$ cat config.mk
export PLATFORM = sky130hd
export DESIGN_NAME = directed_edge_list_store_unit
export DESIGN_NICKNAME = d
export VERILOG_FILES = /design/src/sv/delsu_pkg.sv /design/src/sv/delsu_cell.sv /design/src/sv/delsu_chain.sv /design/src/sv/directed_edge_list_store_unit.sv
export VERILOG_INCLUDE_DIRS = /design/src /design/src/sv
export SDC_FILE = /design/constraint.sdc
export NUM_CORES = 2
export LEC_CHECK = 0
export ABC_AREA = 1
export BUFFER_PORTS_ARGS = -buffer_cell sky130_fd_sc_hd__buf_2
export CORE_MARGIN = 2
export CORE_UTILIZATION = 45
export DETAILED_ROUTE_END_ITERATION = 8
export PLACE_DENSITY = 0.65
export SLEW_MARGIN = 10
export SYNTH_ARGS = -nofsm -noshare
export SYNTH_HDL_FRONTEND = slang
export SYNTH_SLANG_ARGS = --single-unit
$ cat constraint.sdc
create_clock -name clk -period 48.3 [get_ports clk]
set_input_delay 7.245 -clock clk [delete_from_list [all_inputs] [get_ports clk]]
set_output_delay 7.245 -clock clk [all_outputs]
set_load 0.05 [all_outputs]
$ cat src/sv/assert_macros.svh
// Assertion macros shared by the edge list store RTL.
// No dependencies; included by files that carry concurrent assertions.
`ifndef ASSERT_MACROS_SVH
`define ASSERT_MACROS_SVH
`ifndef SYNTHESIS
// Property must hold at every clock edge outside reset.
`define ASSERT_CLK(label, clk, rst_n, prop) \
    label: assert property (@(posedge clk) disable iff (!rst_n) (prop)) \
        else $error("assertion failed");
// Expression must never be true outside reset.
`define ASSERT_NEVER(label, clk, rst_n, expr) \
    label: assert property (@(posedge clk) disable iff (!rst_n) !(expr)) \
        else $error("forbidden condition seen");
`else
`define ASSERT_CLK(label, clk, rst_n, prop)
`define ASSERT_NEVER(label, clk, rst_n, expr)
`endif
`endif

$ cat src/sv/delsu_pkg.sv
// Types and constants for the directed edge list store unit.
// No dependencies; used by every module of the block.
package delsu_pkg;

    localparam int VERT_W = 6;
    localparam int DEG_W  = 9;

    localparam logic [VERT_W-1:0] VC_RESET = 6'd32;

    typedef enum logic [1:0] {
        FUNC_INSERT = 2'd0,
        FUNC_ADJ    = 2'd1,
        FUNC_DEGREE = 2'd2,
        FUNC_LIST   = 2'd3
    } func_t;

    typedef enum logic [1:0] {
        STAT_OK    = 2'd0,
        STAT_RANGE = 2'd1,
        STAT_FULL  = 2'd2
    } status_t;

    typedef enum logic [1:0] {
        S_IDLE,
        S_SCAN,
        S_LIST,
        S_EMIT
    } state_t;

    typedef struct packed {
        logic [VERT_W-1:0] src;
        logic [VERT_W-1:0] dst;
    } edge_t;

    // Chain movement: shift_in pushes a new edge at cell 0 toward the tail,
    // rotate moves every entry one cell toward the head (tail refills from head).
    typedef struct packed {
        logic shift_in;
        logic rotate;
    } chain_ctrl_t;

endpackage

$ cat src/sv/delsu_cell.sv
// One storage cell of the edge ring: holds one edge, takes a neighbor's edge.
// Depends on delsu_pkg.
module delsu_cell
(
    input  logic                 clk,
    input  delsu_pkg::chain_ctrl_t ctrl,
    input  delsu_pkg::edge_t     left_edge,
    input  delsu_pkg::edge_t     right_edge,
    output delsu_pkg::edge_t     edge_q
);

    delsu_pkg::edge_t data_reg;
    delsu_pkg::edge_t data_next;

    always_comb
    begin
        data_next = data_reg;
        if (ctrl.shift_in)
        begin
            data_next = left_edge;
        end
        else if (ctrl.rotate)
        begin
            data_next = right_edge;
        end
    end

    // payload only, no reset
    always_ff @(posedge clk)
    begin
        data_reg <= data_next;
    end

    assign edge_q = data_reg;

endmodule

$ cat src/sv/delsu_chain.sv
// Row of edge cells forming a ring; cell 0 is the head seen by the scanner.
// Depends on delsu_pkg and delsu_cell.
module delsu_chain
#(
    parameter int DEPTH = 128
)
(
    input  logic                   clk,
    input  delsu_pkg::chain_ctrl_t ctrl,
    input  delsu_pkg::edge_t       in_edge,
    output delsu_pkg::edge_t       head_edge
);

    delsu_pkg::edge_t q [DEPTH];

    for (genvar k = 0; k < DEPTH; k++)
    begin : g_cell
        delsu_pkg::edge_t left_w;
        delsu_pkg::edge_t right_w;

        if (k == 0)
        begin : g_head
            assign left_w = in_edge;
        end
        else
        begin : g_body
            assign left_w = q[k-1];
        end

        if (k == DEPTH - 1)
        begin : g_tail
            assign right_w = q[0];
        end
        else
        begin : g_inner
            assign right_w = q[k+1];
        end

        delsu_cell u_cell
        (
            .clk        (clk),
            .ctrl       (ctrl),
            .left_edge  (left_w),
            .right_edge (right_w),
            .edge_q     (q[k])
        );
    end

    assign head_edge = q[0];

endmodule

$ cat src/sv/directed_edge_list_store_unit.sv
// Top level of the directed edge list store: control, scan, list and result.
// Depends on delsu_pkg, delsu_chain (delsu_cell) and assert_macros.svh.
//
//  channel  | handshake            | payload
//  ---------+----------------------+---------------------------------------------
//  in       | in_valid / in_ready  | func, first_vertex, second_vertex
//  out      | out_valid / out_ready| status, is_adjacent, degree_count, neighbor,
//           |                      | neighbor_valid, last
//  cfg      | cfg_we               | cfg_wdata (vertex_count)
//
// Insert writes the ring on acceptance, then loads the result in S_EMIT. Other
// functions take one full turn of ring rotation (one stored edge passes the head
// cell per cycle); adjacency and degree then load the result in S_EMIT, and a
// listing walks candidates up from 1, one per cycle while the output is free,
// emitting each neighbor. Reset clears the edge count and restores vertex_count
// to 32; ring contents stay undefined and are never read beyond the count.
// No clearing pass. A stalled output holds S_EMIT and S_LIST in place; a new
// transaction is taken in idle even while a result waits in the output register.
`include "assert_macros.svh"

module directed_edge_list_store_unit
#(
    parameter int MAX_EDGES    = 128,
    parameter int MAX_VERTICES = 32
)
(
    input  logic                         clk,
    input  logic                         rst_n,
    // configuration
    input  logic                         cfg_we,
    input  logic [delsu_pkg::VERT_W-1:0] cfg_wdata,
    // input transactions
    input  logic                         in_valid,
    output logic                         in_ready,
    input  logic [1:0]                   func,
    input  logic [delsu_pkg::VERT_W-1:0] first_vertex,
    input  logic [delsu_pkg::VERT_W-1:0] second_vertex,
    // result transactions
    output logic                         out_valid,
    input  logic                         out_ready,
    output logic [1:0]                   status,
    output logic                         is_adjacent,
    output logic [delsu_pkg::DEG_W-1:0]  degree_count,
    output logic [delsu_pkg::VERT_W-1:0] neighbor,
    output logic                         neighbor_valid,
    output logic                         last
);

    localparam int CNT_W  = $clog2(MAX_EDGES + 1);
    localparam int IDX_W  = $clog2(MAX_EDGES);
    localparam int SEEN_W = MAX_VERTICES + 1;
    localparam int E_W    = $clog2(MAX_VERTICES + 1);
    localparam int VW     = delsu_pkg::VERT_W;
    localparam int DW     = delsu_pkg::DEG_W;

    // ---------------------------------------------------------------- state
    delsu_pkg::state_t  state_reg, state_next;
    delsu_pkg::func_t   op_reg, op_next;
    logic [VW-1:0]      u_reg, u_next;
    logic [VW-1:0]      v_reg, v_next;
    logic [VW-1:0]      vc_reg;
    logic [CNT_W-1:0]   cnt_reg, cnt_next;
    logic [IDX_W-1:0]   t_reg, t_next;
    logic [SEEN_W-1:0]  seen_reg, seen_next;
    logic [E_W-1:0]     e_reg, e_next;
    logic               adj_reg, adj_next;
    logic [DW-1:0]      deg_reg, deg_next;
    delsu_pkg::status_t stat_reg, stat_next;

    // output register
    logic               ov_reg, ov_next;
    logic [1:0]         ostat_reg, ostat_next;
    logic               oadj_reg, oadj_next;
    logic [DW-1:0]      odeg_reg, odeg_next;
    logic [VW-1:0]      onb_reg, onb_next;
    logic               onbv_reg, onbv_next;
    logic               olast_reg, olast_next;

    // ---------------------------------------------------------------- ring
    delsu_pkg::chain_ctrl_t ctrl;
    delsu_pkg::edge_t       in_edge;
    delsu_pkg::edge_t       head_edge;

    assign in_edge.src = first_vertex;
    assign in_edge.dst = second_vertex;

    delsu_chain #(.DEPTH(MAX_EDGES)) u_chain
    (
        .clk       (clk),
        .ctrl      (ctrl),
        .in_edge   (in_edge),
        .head_edge (head_edge)
    );

    // ---------------------------------------------------------------- helpers
    logic [VW-1:0]     n_act;       // active vertex count, capped
    logic              out_free;    // output register can take a result
    logic              in_fire;
    logic              range_bad;
    logic              store_full;
    logic              head_live;   // head cell holds a stored edge
    logic              src_hit;
    logic              dst_hit;
    logic [SEEN_W-1:0] seen_clr;

    always_comb
    begin
        if ({1'b0, vc_reg} > (VW+1)'(MAX_VERTICES))
        begin
            n_act = VW'(MAX_VERTICES);
        end
        else
        begin
            n_act = vc_reg;
        end
    end

    assign out_free   = !ov_reg || out_ready;
    assign in_fire    = in_valid && in_ready;
    assign range_bad  = (first_vertex == '0) || (first_vertex > n_act) ||
                        (second_vertex == '0) || (second_vertex > n_act);
    assign store_full = (cnt_reg == CNT_W'(MAX_EDGES));
    assign head_live  = (CNT_W'(t_reg) < cnt_reg);
    assign src_hit    = head_live && (head_edge.src == u_reg);
    assign dst_hit    = head_live && (head_edge.dst == u_reg);
    assign seen_clr   = seen_reg & ~(SEEN_W'(1) << e_reg);

    // ---------------------------------------------------------------- control
    always_comb
    begin
        state_next = state_reg;
        op_next    = op_reg;
        u_next     = u_reg;
        v_next     = v_reg;
        cnt_next   = cnt_reg;
        t_next     = t_reg;
        seen_next  = seen_reg;
        e_next     = e_reg;
        adj_next   = adj_reg;
        deg_next   = deg_reg;
        stat_next  = stat_reg;
        ctrl       = '0;
        in_ready   = 1'b0;

        // drop the held result once taken
        ov_next    = ov_reg && !out_ready;
        ostat_next = ostat_reg;
        oadj_next  = oadj_reg;
        odeg_next  = odeg_reg;
        onb_next   = onb_reg;
        onbv_next  = onbv_reg;
        olast_next = olast_reg;

        case (state_reg)
            delsu_pkg::S_IDLE:
            begin
                in_ready = 1'b1;
                if (in_valid)
                begin
                    op_next   = delsu_pkg::func_t'(func);
                    u_next    = first_vertex;
                    v_next    = second_vertex;
                    adj_next  = 1'b0;
                    deg_next  = '0;
                    stat_next = delsu_pkg::STAT_OK;
                    seen_next = '0;
                    t_next    = '0;
                    e_next    = E_W'(1);
                    if (delsu_pkg::func_t'(func) == delsu_pkg::FUNC_INSERT)
                    begin
                        state_next = delsu_pkg::S_EMIT;
                        if (range_bad)
                        begin
                            stat_next = delsu_pkg::STAT_RANGE;
                        end
                        else if (store_full)
                        begin
                            stat_next = delsu_pkg::STAT_FULL;
                        end
                        else
                        begin
                            // push the new edge into cell 0
                            ctrl.shift_in = 1'b1;
                            cnt_next      = cnt_reg + CNT_W'(1);
                        end
                    end
                    else
                    begin
                        state_next = delsu_pkg::S_SCAN;
                    end
                end
            end

            delsu_pkg::S_SCAN:
            begin
                // one full turn of the ring brings every cell past the head
                ctrl.rotate = 1'b1;
                case (op_reg)
                    delsu_pkg::FUNC_ADJ:
                    begin
                        if (src_hit && (head_edge.dst == v_reg))
                        begin
                            adj_next = 1'b1;
                        end
                    end
                    delsu_pkg::FUNC_DEGREE:
                    begin
                        deg_next = deg_reg + DW'(src_hit) + DW'(dst_hit);
                    end
                    delsu_pkg::FUNC_LIST:
                    begin
                        if (src_hit && (head_edge.dst != '0) && (head_edge.dst <= n_act))
                        begin
                            seen_next = seen_reg | (SEEN_W'(1) << head_edge.dst);
                        end
                    end
                    default:
                    begin
                        adj_next = adj_reg;
                    end
                endcase
                t_next = t_reg + IDX_W'(1);
                if (t_reg == IDX_W'(MAX_EDGES - 1))
                begin
                    if (op_reg == delsu_pkg::FUNC_LIST)
                    begin
                        state_next = delsu_pkg::S_LIST;
                    end
                    else
                    begin
                        state_next = delsu_pkg::S_EMIT;
                    end
                end
            end

            delsu_pkg::S_LIST:
            begin
                if (seen_reg == '0)
                begin
                    // no neighbors: a single empty result
                    state_next = delsu_pkg::S_EMIT;
                end
                else if (seen_reg[e_reg])
                begin
                    if (out_free)
                    begin
                        ov_next    = 1'b1;
                        ostat_next = delsu_pkg::STAT_OK;
                        oadj_next  = 1'b0;
                        odeg_next  = '0;
                        onb_next   = VW'(e_reg);
                        onbv_next  = 1'b1;
                        olast_next = (seen_clr == '0);
                        seen_next  = seen_clr;
                        e_next     = e_reg + E_W'(1);
                        if (seen_clr == '0)
                        begin
                            state_next = delsu_pkg::S_IDLE;
                        end
                    end
                end
                else
                begin
                    e_next = e_reg + E_W'(1);
                end
            end

            delsu_pkg::S_EMIT:
            begin
                if (out_free)
                begin
                    ov_next    = 1'b1;
                    ostat_next = stat_reg;
                    oadj_next  = adj_reg;
                    odeg_next  = deg_reg;
                    onb_next   = '0;
                    onbv_next  = 1'b0;
                    olast_next = 1'b1;
                    state_next = delsu_pkg::S_IDLE;
                end
            end

            default:
            begin
                state_next = delsu_pkg::S_IDLE;
            end
        endcase
    end

    // ---------------------------------------------------------------- registers
    always_ff @(posedge clk or negedge rst_n)
    begin
        if (!rst_n)
        begin
            state_reg <= delsu_pkg::S_IDLE;
            cnt_reg   <= '0;
            vc_reg    <= delsu_pkg::VC_RESET;
            ov_reg    <= 1'b0;
        end
        else
        begin
            state_reg <= state_next;
            cnt_reg   <= cnt_next;
            ov_reg    <= ov_next;
            if (cfg_we)
            begin
                vc_reg <= cfg_wdata;
            end
        end
    end

    // payload and datapath registers
    always_ff @(posedge clk)
    begin
        op_reg    <= op_next;
        u_reg     <= u_next;
        v_reg     <= v_next;
        t_reg     <= t_next;
        seen_reg  <= seen_next;
        e_reg     <= e_next;
        adj_reg   <= adj_next;
        deg_reg   <= deg_next;
        stat_reg  <= stat_next;
        ostat_reg <= ostat_next;
        oadj_reg  <= oadj_next;
        odeg_reg  <= odeg_next;
        onb_reg   <= onb_next;
        onbv_reg  <= onbv_next;
        olast_reg <= olast_next;
    end

    assign out_valid      = ov_reg;
    assign status         = ostat_reg;
    assign is_adjacent    = oadj_reg;
    assign degree_count   = odeg_reg;
    assign neighbor       = onb_reg;
    assign neighbor_valid = onbv_reg;
    assign last           = olast_reg;

    // ---------------------------------------------------------------- checks
    `ASSERT_NEVER(a_cnt_bound, clk, rst_n, cnt_reg > CNT_W'(MAX_EDGES))
    `ASSERT_NEVER(a_ring_ctrl, clk, rst_n, ctrl.shift_in && ctrl.rotate)
    `ASSERT_CLK(a_insert_grows, clk, rst_n,
        (in_fire && (func == delsu_pkg::FUNC_INSERT) && !range_bad && !store_full)
        |=> (cnt_reg == $past(cnt_reg) + CNT_W'(1)))
    `ASSERT_CLK(a_nb_nonzero, clk, rst_n,
        (ov_reg && onbv_reg) |-> ((onb_reg != '0) && (ostat_reg == delsu_pkg::STAT_OK)))
    `ASSERT_CLK(a_scan_frozen_count, clk, rst_n,
        (state_reg == delsu_pkg::S_SCAN) |=> $stable(cnt_reg))

endmodule
==> metrics.cfg <==
[drt]
top_layer_used=met5
dr_wl_met2_um=54300
ant_nets=0
postRouteWirelength_um=127000
firstDrtPassIters=6
wl_met3_um=5290
wl_met1_um=64400
vias_per_cell=4.71
post_drt_wl_per_cell_um=13.0
routed-via-count=46000
drc=0
first_iter_violations=4075

[power_and_ir_drop]
netSwitchingFraction_pct=33.2
p_comb_share_pct=25.2
leakage_nw=37.7
power.density_nw_per_um2=65.2
p_int_mw=3.68
p_sw_mw=1.83
ir_worst_vdd_uv=49.7
power_frac_clock_pct=23.5
pwr-share-seq_pct=51.3

[synthesis]
synth_area_leaders=edfxtp_1, o21ai_2, nand2_1
synth_seq_cells=1645
yosysWarningCount=0
syn-cell-area_um2=78700
syn-num-nets=7462
synth_top_area_cell=edfxtp_1
ys_seq_area_share_pct=62.7
syn_inst=7398
postSynthAreaPerCell_um2=10.6
ys_types=41
synth_top_area_share_pct=62.1

[grt]
grt_pass1_wl_um=217000
grt_usage_pct=14.2
grt_overflow_total=0
grt_pass1_vias=44000
grt_max_degree=201
antenna_found_initial=3

[critical_path]
crit_path_end_kind=register
worstSetupPathType=in2reg
crit_fanout=87
r2r_cells=20
worstPathArrival_ns=15.16
critPathLaunchType=primary input
crit_required_ns=48.72

[placement]
pre_cts_slack_ns=32.57
gpl.final_weighted_congestion=0.870
port_buffers=46
hpwl_um=76300

[clocking]
clk_pin_slew_ns=0.06
cts_setup_buffers=0
cts_made_buffers=173
cts.repair.resized=0
cts-hold-fix-buffers=0
clk_latency_ns=0.80
cts_tree=done
root_buffer=clkbuf_16
cts_max_path_buffers=3
clock-sinks=1645
htreeDepth=4

[timing]
finalMaxSlewViolations=0
layout_setup_ws_ns=33.56
period_needed_ns=14.74
tightest_slew_ns=1.11
rsz0062_at_grt=no
finClkSkew_ns=0.0280
fin_crit_sh_pct=30.5
setup_viol=0
relSlewSlack_pct=26.1
max_freq_ghz=0.0678
finalHoldViolations=0
tns_ns=0

[die]
rows=153
dieWidth_um=422
io_pins=47
dieHeight_um=422
coreArea_um2=174000
initial_core_util_pct=45.3
dieArea_um2=178000

[job]
maxCapViolCount=0

[final_layout]
antenna_cells=0
nNetsFinal=7364
final_cell_mix=nand2_1, inv_1, edfxtp_1, o21ai_2, o21ai_1
largest_register_ffs=1536
mostFrequentLayoutCell=nand2_1
drive_gt1_share_pct=15.6
syn_to_final_growth_pct=7.29
fill_cells=15900

[outcome]
status=completed

[worst_hold_path]
hp-class=reg2reg
hold_depth=2

## worst max-delay path: stages
cell and delay (ns):
buf_2 0.14, ha_1 0.31, nand2_1 0.09, nor2_1 0.06
o21ai_1 0.07, o211ai_1 0.10, nand2_1 0.07, nand2_1 0.10
nor3_2 0.34, nand3_4 0.73, nand2_4 0.74, buf_4 0.86
buf_4 0.78, buf_4 0.95, buf_4 0.83, buf_4 0.81
buf_4 0.71
## synth_stat cells
master / instances
a21oi_1: 57
dfstp_2: 1
mux2_2: 3
nand2_1: 1776
nor3_1: 19
a211oi_1: 3
edfxtp_1: 1628
o21ai_2: 802
buf_1: 24
buf_6: 257
nor3_2: 1
o211ai_1: 2
and3_1: 1
buf_2: 20
a22oi_1: 1
o2111ai_1: 1
a31oi_1: 3
o22ai_1: 1
xor2_1: 13
o31ai_1: 1
a41oi_2: 1
inv_2: 5
fa_1: 1
clkinv_1: 2
nor2_2: 1
buf_4: 3
dfrtp_1: 16
o21ai_0: 55
xnor2_1: 4
a32o_1: 1
nor4_1: 6
clkbuf_1: 73
o21a_1: 2
nor2_1: 84
ha_1: 38
nand4_1: 21
a21o_1: 1
nand3_1: 71
inv_1: 1647
o21ai_1: 744
or2_2: 8
## final cells by class
cell class              count  area [um^2]  area share (%)
clock buffers             224         4590            5.44
clock inverters            91          882            1.04
inverters                1654         6210            7.35
multi-input cells        3722        19800            23.5
flip-flops and latches   1645        49300            58.4
well taps                2325         2910            3.45
repair buffers            104          703           0.833
## path summary, 6_finish.rpt
| path | startpoint | slack (ns) | end |
|---|---|---|---|
| setup / recovery | first_vertex[5] | 33.56 | u_chain.g_cell[36].u_cell.edge_q[9] |
| hold / removal | u_chain.g_cell[127].u_cell.edge_q[1] | 0.53 | u_chain.g_cell[126].u_cell.edge_q[1] |
| setup reg to reg | vc_reg[2] | 39.31 | u_chain.g_cell[36].u_cell.edge_q[9] |
| hold reg to reg | u_chain.g_cell[127].u_cell.edge_q[1] | 0.53 | u_chain.g_cell[126].u_cell.edge_q[1] |
| max in group asynchronous | rst_n | 41.47 | out_valid |
| min in group asynchronous | rst_n | 6.44 | cnt_reg[0] |
## through the flow
stage                     area [um^2]  cells  hold slack [ns]  power, mW  utilization (%)
after floorplan                 78700   7398            0.481       4.96                -
after global placement          79000   9450            0.515       4.18             45.4
after detailed placement        79000   9450            0.523       4.25             45.4
after CTS                       84400   9765            0.535       5.58             48.6
after global routing            84400   9765            0.553       5.90             48.6
final                           84400   9765            0.528       5.51             48.6
## layer usage
layer  vias up  global-route usage, %
met5         -                      0
met4         4                   4.33
met3       208                   2.76
met2       579                   20.9
met1     21400                   21.0
li1      23800                      -
## power by group through the flow
stage / combinational, mW / sequential (mW) / clock, mW
final: 1.39 / 2.82 / 1.30
after global routing: 1.60 / 2.90 / 1.39
after CTS: 1.41 / 2.82 / 1.34
after detailed placement: 1.41 / 2.84 / 0
after global placement: 1.36 / 2.83 / 0
after floorplan: 1.09 / 3.86 / 0
## logic make-up after synthesis
logic type / Yosys count / share of synthesized area [%]
AND/OR/NAND/NOR: 1988 / 9.75
XOR/XNOR: 17 / 0.189
AO/OA/AOI/OAI: 1675 / 14.5
adder cells (fa/ha/maj): 39 / 0.630
multiplexers: 3 / 0.0429
flip-flops: 1645 / 62.7
buffers and inverters: 2031 / 12.2
No activity file was read; power rests on OpenSTA's default activity.
